==> config.mk <==
export PLATFORM = sky130hd
export DESIGN_NAME = psalu_div
export DESIGN_NICKNAME = d
export VERILOG_FILES = /design/src/sv/psalu_pkg.sv /design/src/sv/psalu_div.sv
export SDC_FILE = /design/constraint.sdc
export NUM_CORES = 1
export LEC_CHECK = 0
export ABC_AREA = 1
export BUFFER_PORTS_ARGS = -buffer_cell sky130_fd_sc_hd__buf_2
export CAP_MARGIN = 20
export CELL_PAD_IN_SITES_DETAIL_PLACEMENT = 2
export CELL_PAD_IN_SITES_GLOBAL_PLACEMENT = 2
export CORE_ASPECT_RATIO = 1.75
export CORE_MARGIN = 2
export CORE_UTILIZATION = 39
export DETAILED_ROUTE_END_ITERATION = 8
export HOLD_SLACK_MARGIN = 0.03
export PLACE_DENSITY_LB_ADDON = 0.15
export SLEW_MARGIN = 0
export SYNTH_ARGS = -nofsm -noshare
export SYNTH_HDL_FRONTEND = slang
export SYNTH_SLANG_ARGS = --single-unit
==> constraint.sdc <==
create_clock -name clk -period 4.3 [get_ports clk]
set_input_delay 0.43 -clock clk [delete_from_list [all_inputs] [get_ports clk]]
set_output_delay 0.43 -clock clk [all_outputs]
set_load 0.01 [all_outputs]
==> src/sv/psalu_pkg.sv <==
// Shared definitions for the packed SIMD integer ALU: operation and lane
// size codes plus the pipeline latency constant. No dependencies.
package psalu_pkg;

  localparam int unsigned VEC_W = 64;

  typedef logic [2:0] op_t;
  typedef logic [1:0] lsize_t;

  localparam op_t OP_ADD  = 3'd0;
  localparam op_t OP_SUB  = 3'd1;
  localparam op_t OP_MUL  = 3'd2;
  localparam op_t OP_DIV  = 3'd3;
  localparam op_t OP_MADD = 3'd4;
  localparam op_t OP_NEG  = 3'd5;

  localparam lsize_t SZ_8  = 2'd0;
  localparam lsize_t SZ_16 = 2'd1;
  localparam lsize_t SZ_32 = 2'd2;
  localparam lsize_t SZ_64 = 2'd3;

  // Cycles from the input register to the aligned result tap.
  localparam int unsigned DIV_LAT = VEC_W + 2;

endpackage

==> src/sv/psalu_div.sv <==
// Pipelined restoring divider for one signed lane, one quotient bit per
// stage, padded to a fixed latency. Depends on psalu_pkg.
module psalu_div #(
  parameter int unsigned W   = 8,
  parameter int unsigned LAT = psalu_pkg::DIV_LAT
) (
  input  logic         clk,
  input  logic [W-1:0] dvd_in,
  input  logic [W-1:0] dsr_in,
  output logic [W-1:0] quo,
  output logic         dz
);
  import psalu_pkg::*;

  localparam int unsigned PAD = LAT - W - 2;

  logic [W-1:0] rem_r [W+1];
  logic [W-1:0] dvd_r [W+1];
  logic [W-1:0] dsr_r [W+1];
  logic         neg_r [W+1];
  logic         zro_r [W+1];
  logic [W-1:0] q_r;
  logic         z_r;

  // Take magnitudes and note the quotient sign
  always_ff @(posedge clk) begin
    rem_r[0] <= '0;
    dvd_r[0] <= dvd_in[W-1] ? W'(-dvd_in) : dvd_in;
    dsr_r[0] <= dsr_in[W-1] ? W'(-dsr_in) : dsr_in;
    neg_r[0] <= dvd_in[W-1] ^ dsr_in[W-1];
    zro_r[0] <= (dsr_in == '0);
  end

  // One trial subtraction per stage
  for (genvar i = 1; i <= W; i++) begin : g_step
    logic [W:0] trial;
    assign trial = {rem_r[i-1], dvd_r[i-1][W-1]} - {1'b0, dsr_r[i-1]};
    always_ff @(posedge clk) begin
      if (!trial[W]) begin
        rem_r[i] <= trial[W-1:0];
      end else begin
        rem_r[i] <= {rem_r[i-1][W-2:0], dvd_r[i-1][W-1]};
      end
      dvd_r[i] <= {dvd_r[i-1][W-2:0], ~trial[W]};
      dsr_r[i] <= dsr_r[i-1];
      neg_r[i] <= neg_r[i-1];
      zro_r[i] <= zro_r[i-1];
    end
  end

  // Restore the sign; a zero divisor gives zero
  always_ff @(posedge clk) begin
    if (zro_r[W]) begin
      q_r <= '0;
    end else begin
      q_r <= neg_r[W] ? W'(-dvd_r[W]) : dvd_r[W];
    end
    z_r <= zro_r[W];
  end

  // Pad to the common latency
  if (PAD > 0) begin : g_pad
    logic [W-1:0] qd_r [PAD];
    logic         zd_r [PAD];
    always_ff @(posedge clk) begin
      qd_r[0] <= q_r;
      zd_r[0] <= z_r;
      for (int k = 1; k < PAD; k++) begin
        qd_r[k] <= qd_r[k-1];
        zd_r[k] <= zd_r[k-1];
      end
    end
    assign quo = qd_r[PAD-1];
    assign dz  = zd_r[PAD-1];
  end else begin : g_nopad
    assign quo = q_r;
    assign dz  = z_r;
  end

endmodule
* Word-level counts from Yosys, hierarchy flattened *
Memory sizes are Yosys's and may differ from the RTL's.
Cells that the tools add are included.

storage, ports and cells
  input bits = 17
  latch bits = 0
  output and inout port bits = 9
  logic and storage cells = 65
  memories = 7
  bits in writable memories = 738
  register bits = 9
  ROM bits = 0

operators by class
  add/subtract/negate cells = 11
  $lt $le $gt $ge = 0
  muxes and demuxes = 27
  eq/ne operators = 0
  reduce and logical (&&, ||, !) cells = 1
  $mul = 0
  shift-type cells = 0
  div/mod/pow operators = 0
  bitwise gates (word level) = 17

memories
  memory       depth  bits a word  read ports  clocked after Yosys merged registers in  write ports  RTL line         RTL
  g_pad.qd_r   56     8            56          0                                        56           psalu_div.sv:63  logic [W-1:0] qd_r [PAD];
  dsr_r        9      8            8           0                                        9            psalu_div.sv:19  logic [W-1:0] dsr_r [W+1];
  dvd_r        9      8            9           0                                        9            psalu_div.sv:18  logic [W-1:0] dvd_r [W+1];
  rem_r        9      8            8           0                                        9            psalu_div.sv:17  logic [W-1:0] rem_r [W+1];
  g_pad.zd_r   56     1            56          0                                        56           psalu_div.sv:64  logic zd_r [PAD];
  neg_r        9      1            9           0                                        9            psalu_div.sv:20  logic neg_r [W+1];
  +1 memories  n/a    n/a          n/a         n/a                                      n/a          n/a

operators by type and width
  cell                                         number
  8-bit two-way mux                            11
  9-bit by 8-bit subtractor with 9-bit output  8
  8-bit negator                                3
  1-bit two-way mux                            16
  8-bit logical NOT                            1
  1-bit inverter                               8
  1-bit bitwise OR                             8
  1-bit XOR                                    1

* Depth between registers and ports, before layout *
Gate-level depths: netlist (run 1).

  word-level depth = 3
  depth in mapped cells = 12
  mapped depth without buffers = 12

* Worst setup path after synthesis (run 1) *
No wires, ideal clock.

  path kind = flip-flop to flip-flop
  start = memory dvd_r[3][7], in the netlist dvd_r[0][31]
  end = memory rem_r[4][7]
  period minus slack after synthesis = 1.658 ns
  arrival = 1.546 ns
  stages on the path, launching flop included = 13
  path slack = 2.642 ns
  data required time = 4.188 ns
  setup time = 0.112 ns
  buffers on the path = 0
  cells stage by stage = dfxtp_1 inv_1 ha_1 inv_1 fa_1 nand2_2 nand2_4 nand3_4 nand2_2 nand2_4 nand2_8 nand2_2 nand2_2

RTL lines
  element             RTL line
  start: declaration  psalu_div.sv:18
  end: declaration    psalu_div.sv:17

==> impl_metrics.json, run 1 <==
{
  "run_status": "finished, final reports clean",
  "drc": 0,
  "synthCells": 1514,
  "cts_root_buffer": "clkbuf_16",
  "ys_warn_count": 0,
  "yosysTopAreaCell": "dfxtp_1",
  "io_buffers": 25,
  "p_comb_share_pct": 17.1,
  "initial_core_util_pct": 39.3,
  "rsz0062_at_grt": "false",
  "ff2ff_path_depth": 12,
  "num_rows": 107,
  "ys_seq_elements": 723,
  "fillCellCount": 4804,
  "p_per_area_nw_per_um2": 824,
  "cts_tree": "done",
  "maxCapViolCount": 0,
  "antenna_found_initial": 0,
  "skew_ns": 0.0354,
  "crit_path_end_kind": "flip-flop",
  "die-height_um": 297,
  "insertion_delay_ns": 0.62,
  "grt_pass1_vias": 11600,
  "worst_path_max_delay_cell": "fa_1",
  "maxSlewViolCount": 0,
  "worstSetupPathType": "flip-flop to flip-flop",
  "hold_path.startpoint": "dvd_in[3]",
  "dr.pass1.iters": 4,
  "async_reset_ff_share_pct": 0,
  "swShare_pct": 29.1,
  "multiInputGateArea_um2": 3880,
  "fin_crit_sh_pct": 44.2,
  "fp.coreArea_um2": 48500,
  "path_clk_slew_ns": 0.06,
  "ys.flop_type": "dfxtp_1",
  "hold_slack_ns": 0.0607,
  "cts.sinks": 723,
  "synth_area_um2": 19100,
  "synth.avg_cell_area_um2": 12.6,
  "grt_max_degree": 19,
  "syn2layout_area_growth_pct": 16.6,
  "dp_hpwl_um": 24000,
  "yosysTopAreaCellShare_pct": 75.9,
  "ant_nets": 0,
  "cp_common_cell": "nand2_2",
  "chipWidth_um": 171,
  "crit_arrival_ns": 2.39,
  "slowest_delay_ns": 0.44,
  "power_mw": 18.3,
  "cp-start-kind": "flip-flop",
  "io_pins": 26,
  "h-tree-depth": 2,
  "yosysSeqAreaShare_pct": 75.9,
  "dieArea_um2": 50700,
  "fmax_mhz": 526,
  "vias_per_cell": 4.27,
  "n_antenna_cell": 0,
  "synth_edf_count": 0,
  "power_switching_mw": 5.33,
  "period_needed_ns": 1.90,
  "power.internal_mw": 13.0,
  "cts_setup_buffers": 0,
  "cts_buffers": 60,
  "synthTopCellsByArea": "dfxtp_1 (76%), nand2_1 (4.3%), ha_1 (3.9%)",
  "power.leakage_nw": 10.0,
  "grt_util_all_layers_pct": 16.4,
  "first_iter_violations": 236,
  "grt_overflow": 0,
  "register_area_um2": 14500,
  "place.gp.congestion": 0.777,
  "seqPwrFrac_pct": 50.6,
  "r2r_start": "dvd_r[0][31]",
  "min_to": "dvd_r[0][3]",
  "totalWireLength_um": 39800,
  "cp_max_fo": 9,
  "peakVddDrop_uv": 431,
  "grt_pass1_wl_um": 62800,
  "nets": 1684,
  "hold_path.class": "primary input to flip-flop",
  "final-hold-violation-count": 0,
  "wire_per_inst_um": 17.3,
  "cp_data_required_time_ns": 4.79,
  "r2r_end": "rem_r[4][7]",
  "vias": 9854,
  "fin_area_um2": 22200,
  "placed_area_um2": 20000,
  "cp_cell_sequence": "inv_1 -> ha_1 -> inv_1 -> fa_1 -> nand2_2 -> nand2_4 -> nand3_4 -> nand2_2 -> nand2_4 -> nand2_8 -> nand2_2 -> nand2_2",
  "clockPowerShare_pct": 32.3,
  "setup_violations": 0,
  "synthDistinctLibCells": 32,
  "reg2reg_slack_ns": 2.40,
  "min_path_cells": 2,
  "fin_setup_tns_ns": 0,
  "drive_gt1_share_pct": 15.5,
  "clk_path_buf_depth": 3
}
-- logic make-up after synthesis --
| family | Yosys count | synth area share [%] |
|---|---|---|
| AO/OA/AOI/OAI | 36 | 1.31 |
| adder cells (fa/ha/maj) | 66 | 4.57 |
| AND/OR/NAND/NOR | 475 | 13.1 |
| flip-flops | 723 | 75.9 |
| XOR/XNOR | 29 | 1.33 |
| buffers and inverters | 184 | 3.78 |
| other | 1 | 0.0197 |
-- cells in the mapped netlist, types with 10 or more instances --
cell type and count:
nand2_2 78, nor2_1 36, xnor2_1 14, ha_1 60, inv_1 172, nand3b_1 10
a21oi_1 19, dfxtp_1 723, o21ai_0 10, nand3_1 79, xor2_1 15, nand2_1 216
-- through the flow --
stage               std cells  worst slack (ns)  utilization [%]
global route             2307              2.23             45.9
detailed placement       2185              2.35             41.2
finish                   2307              2.40             45.9
floorplan                1516              2.64                -
CTS                      2307              2.35             45.9
global placement         2185              2.42             41.2
-- worst max-delay path by stage --
stage / start / slack (ns) / end
2_1_floorplan: dvd_r[0][31] / 2.64 / rem_r[4][7]
3_5_place_dp: dvd_r[0][15] / 2.35 / rem_r[2][7]
3_3_place_gp: dsr_r[0][32] / 2.42 / rem_r[5][7]
4_1_cts: dvd_r[0][15] / 2.35 / rem_r[2][7]
6_report: dvd_r[0][31] / 2.40 / rem_r[4][7]
5_1_grt: dvd_r[0][47] / 2.23 / rem_r[6][7]
-- registers in the layout, indices dropped and copies added, names as in the netlist --
register    count
dvd_r          72
rem_r          56
neg_r           9
q_r             8
z_r             1
g_pad.qd_r    448
dsr_r          64
zro_r           9
g_pad.zd_r     56
-- power by group through the flow --
stage	registers, mW	logic, mW	clock network (mW)
after floorplan	8.91	2.39	0
after detailed placement	9.28	3.09	0
final	9.27	3.14	5.92
after global routing	9.44	3.54	6.44
after CTS	9.35	3.22	6.15
after global placement	9.16	2.97	0
-- layout make-up --
| type | count | area share [%] |
|---|---|---|
| Clock buffer | 80 | 7.63 |
| Clock inverter | 34 | 2.30 |
| Inverter | 174 | 2.94 |
| Multi-Input combinational cell | 609 | 17.4 |
| Sequential cell | 723 | 65.1 |
| Tap cell | 654 | 3.68 |
| Timing Repair Buffer | 33 | 0.923 |
-- timing repair --
item | CTS | global route
endpoints found under the hold margin | 10 | 0
resized for setup | 0 | 0
hold buffers | 8 | 0
-- layer usage --
metal / up-vias / GRT usage, % / part of all wire [%]
li1: 4827 / - / -
met1: 4782 / 13.7 / 32
met2: 139 / 35.5 / 62
met3: 106 / 2.54 / 2.4
met4: 0 / 7.44 / 4.4
met5: - / 0 / 0
-- cell usage in the layout (no fill, tap or decap), types with 5 or more instances in the layout --
| cell | synthesis | routed |
|---|---|---|
| nand3b_1 | 10 | 10 |
| xnor2_1 | 14 | 14 |
| clkinvlp_4 | 0 | 7 |
| clkbuf_16 | 0 | 60 |
| nand3_4 | 8 | 8 |
| a21oi_1 | 19 | 19 |
| nor3_1 | 6 | 6 |
| fa_1 | 6 | 6 |
| nand2_2 | 78 | 78 |
| dlygate4sd3_1 | 0 | 8 |
| clkinv_2 | 0 | 11 |
| dfxtp_1 | 723 | 723 |
| clkbuf_8 | 0 | 12 |
| a21oi_4 | 6 | 6 |
| or2_2 | 5 | 5 |
| nand2_1 | 216 | 216 |
| buf_2 | 0 | 25 |
| nand2_4 | 8 | 8 |
| nor2_1 | 36 | 36 |
| ha_1 | 60 | 60 |
| nand3_1 | 79 | 79 |
| xor2_1 | 15 | 15 |
| o21ai_0 | 10 | 10 |
| bufinv_16 | 0 | 10 |
| nand2_8 | 6 | 6 |
| inv_1 | 172 | 172 |
| clkbuf_1 | 2 | 8 |
-- critical path, delay by kind of cell, from the launching register on --
family | cells | cell delay, ns
adders and majority gates | 2 | 0.59
DFF | 1 | 0.32
and+or+nand+nor | 8 | 0.74
buffers and inverters | 2 | 0.13
Note: power is estimated with default switching activity, not from simulation.
==> run 2, diff against run 1 <==
Settings changed: ABC_AREA 1 to 0.
Clock period 4.3 ns to 1.8 ns, I/O delays scaled along.
==> run 2 against run 1 <==
The flow now finishes with violations (negative setup slack). Synthesized area decreased by 5.2%. Power rose to 2.6 times the previous value. Cell area grew 5.7%. Critical path type unchanged. Largest cell class unchanged.
==> impl_metrics.json, run 2 <==
{
  "cts.sinks": 723,
  "worst_path_max_delay_cell": "fa_2",
  "ys.flop_type": "dfxtp_1",
  "power_mw": 48.0,
  "rsz0062_at_grt": "true",
  "place.gp.congestion": 0.720,
  "hold_path.startpoint": "dvd_in[0]",
  "min_to": "dvd_r[0][0]",
  "synthDistinctLibCells": 50,
  "wire_per_inst_um": 16.7,
  "crit_path_end_kind": "flip-flop",
  "setup_violations": 54,
  "cp-start-kind": "flip-flop",
  "slowest_delay_ns": 0.34,
  "fp.coreArea_um2": 45900,
  "r2r_start": "dvd_r[0][23]",
  "chipWidth_um": 167,
  "first_iter_violations": 203,
  "syn2layout_area_growth_pct": 30.1,
  "insertion_delay_ns": 0.62,
  "register_area_um2": 14500,
  "layout_setup_ws_ns": -0.445,
  "path_buf_inv": 3,
  "synth.most_common_cell": "dfxtp_1",
  "power.leakage_nw": 10.2,
  "fillCellCount": 4187,
  "synth_area_um2": 18100,
  "grt_overflow": 0,
  "period_needed_ns": 2.24,
  "largest-register": "g_pad.qd_r",
  "ys_seq_elements": 723,
  "ys_warn_count": 0,
  "cts_buffers": 60,
  "cp_data_required_time_ns": 2.29,
  "ff2ff_path_depth": 10,
  "path_delay_family": "compound AO/OA/AOI/OAI gates",
  "grt_max_degree": 18,
  "async_reset_ff_share_pct": 0,
  "fin_crit_sh_pct": 125,
  "h-tree-depth": 2,
  "nets": 1564,
  "peakVddDrop_uv": 1300,
  "drive_gt1_share_pct": 28.3,
  "reg2reg_slack_ns": -0.44,
  "grt_pass1_wl_um": 56800,
  "io_buffers": 25,
  "path_depth": 10,
  "grt_util_all_layers_pct": 15.0,
  "yosysTopAreaCell": "dfxtp_1",
  "worstSetupPathType": "flip-flop to flip-flop",
  "n_antenna_cell": 0,
  "fmax_mhz": 445,
  "top_regs": "g_pad.qd_r: 448 flops, dvd_r: 72 flops, dsr_r: 64 flops",
  "antenna_found_initial": 0,
  "yosysTopAreaCellShare_pct": 80.1,
  "layout_commonest_cell": "dfxtp_1",
  "synth_commonest_cells": "dfxtp_1 (723), inv_1 (79), ha_1 (60), mux2_2 (35)",
  "totalWireLength_um": 35400,
  "maxSlewViolCount": 0,
  "num_rows": 104,
  "dr.pass1.iters": 4,
  "final_util_pct": 51.2,
  "final-hold-violation-count": 0,
  "dp_hpwl_um": 20200,
  "cp_max_fo": 4,
  "p_per_area_nw_per_um2": 2040,
  "run_status": "finished, violations left",
  "initial_core_util_pct": 39.3,
  "cts_root_buffer": "clkbuf_16",
  "cp_common_cell": "inv_2",
  "ant_nets": 0,
  "skew_ns": 0.0281,
  "cp_cell_sequence": "inv_2 -> ha_4 -> inv_2 -> fa_2 -> a21o_1 -> a21oi_2 -> o31a_1 -> xnor2_4 -> clkbuf_16 -> mux2_4",
  "multiInputGateArea_um2": 3750,
  "min_path_cells": 2,
  "crit_arrival_ns": 2.74,
  "synthCells": 1208,
  "drc": 0,
  "die-height_um": 289,
  "clk_path_buf_depth": 3,
  "maxCapViolCount": 0,
  "cts_tree": "done",
  "synth.avg_cell_area_um2": 15.0,
  "synthTopCellsByArea": "dfxtp_1 (80%), ha_1 (4.2%), mux2_2 (2.2%)",
  "io_pins": 26,
  "violations": "negative setup slack",
  "mostFrequentLayoutCells": "dfxtp_1 (709), buf_4 (147), inv_1 (65), clkbuf_16 (65), ha_1 (48)",
  "largest_reg_flops": 448,
  "yosysSeqAreaShare_pct": 80.1,
  "hold_path.class": "primary input to flip-flop",
  "r2r_end": "rem_r[3][4]",
  "synth_edf_count": 0,
  "grt_pass1_vias": 10800,
  "path_clk_slew_ns": 0.07,
  "dieArea_um2": 48100,
  "vias_per_cell": 4.32,
  "vias": 9134
}
## run 2: cell count changes in the layout (fill, tap and decap cells not counted), moves of 14 or more
cell	delta
inv_1	-107
mux2_4	+41
dfxtp_1	-14
buf_4	+147
nand3_1	-71
nand2_2	-77
nand2_1	-190
dlygate4sd3_1	+19
## run 2: how the worst max path moves through the flow
stage / from / end / slack, ns
floorplan: dvd_r[0][47] / rem_r[6][1] / -0.28
global placement: dvd_r[0][39] / rem_r[5][6] / -0.39
detailed placement: dvd_r[0][15] / rem_r[2][6] / -0.46
CTS: dvd_r[0][39] / rem_r[5][7] / -0.46
global route: dvd_r[0][23] / rem_r[3][4] / -0.57
finish: dvd_r[0][23] / rem_r[3][4] / -0.44
## run 2: cells by family after synthesis
logic type,count (synthesis),synth area share [%]
other cells,1,0.0208
buf+inv,91,2.07
xor+xnor,47,2.44
mux,51,3.23
flops,723,80.1
simple gates,130,3.76
fa+ha+maj,66,4.82
compound gates,99,3.53
## run 2: stage by stage
step	hold slack (ns)	std cells	TNS [ns]	setup slack, ns	instance area, µm²
2_1_floorplan	0.208	1210	-10.91	-0.282	18400
3_3_place_gp	0.310	1947	-17.28	-0.394	20200
3_5_place_dp	0.313	1947	-20.22	-0.457	20200
4_1_cts	0.231	2109	-18.89	-0.460	23300
5_1_grt	0.269	2116	-23.20	-0.572	23500
6_report	0.284	2116	-18.44	-0.445	23500
## run 2: where the power goes
| group | switching, mW | total (mW) | internal [mW] | leakage, nW |
|---|---|---|---|---|
| Combinational | 4.42 | 10.7 | 6.29 | 3.06 |
| Sequential | 1.77 | 22.2 | 20.5 | 6.02 |
| Clock | 5.91 | 15.1 | 9.16 | 1.15 |
| Total | 12.1 | 48.0 | 35.9 | 10.2 |
## run 2: final cells by class
cell class	count	area share, %
flip-flops and latches	723	61.7
multi-input cells	396	16.0
repair buffers	220	7.84
clock buffers	77	7.22
well taps	583	3.10
clock inverters	37	2.90
inverters	80	1.31
## run 2: routing by layer
metal	vias up	routed length (µm)	global-route usage (%)
li1	4462	-	-
met3	78	901	2.37
met4	0	1230	6.66
met2	114	20800	31.3
met1	4480	12500	14.0
met5	-	0	0
## run 2: what timing repair did
| item | CTS | global route |
|---|---|---|
| endpoints found under the setup margin | 55 | 57 |
| gates cloned | 4 | 0 |
| hold buffers | 27 | 0 |
| endpoints found under the hold margin | 18 | 0 |
| gates resized for setup | 63 | 26 |
| setup buffers | 19 | 7 |
| pin swaps | 8 | 17 |
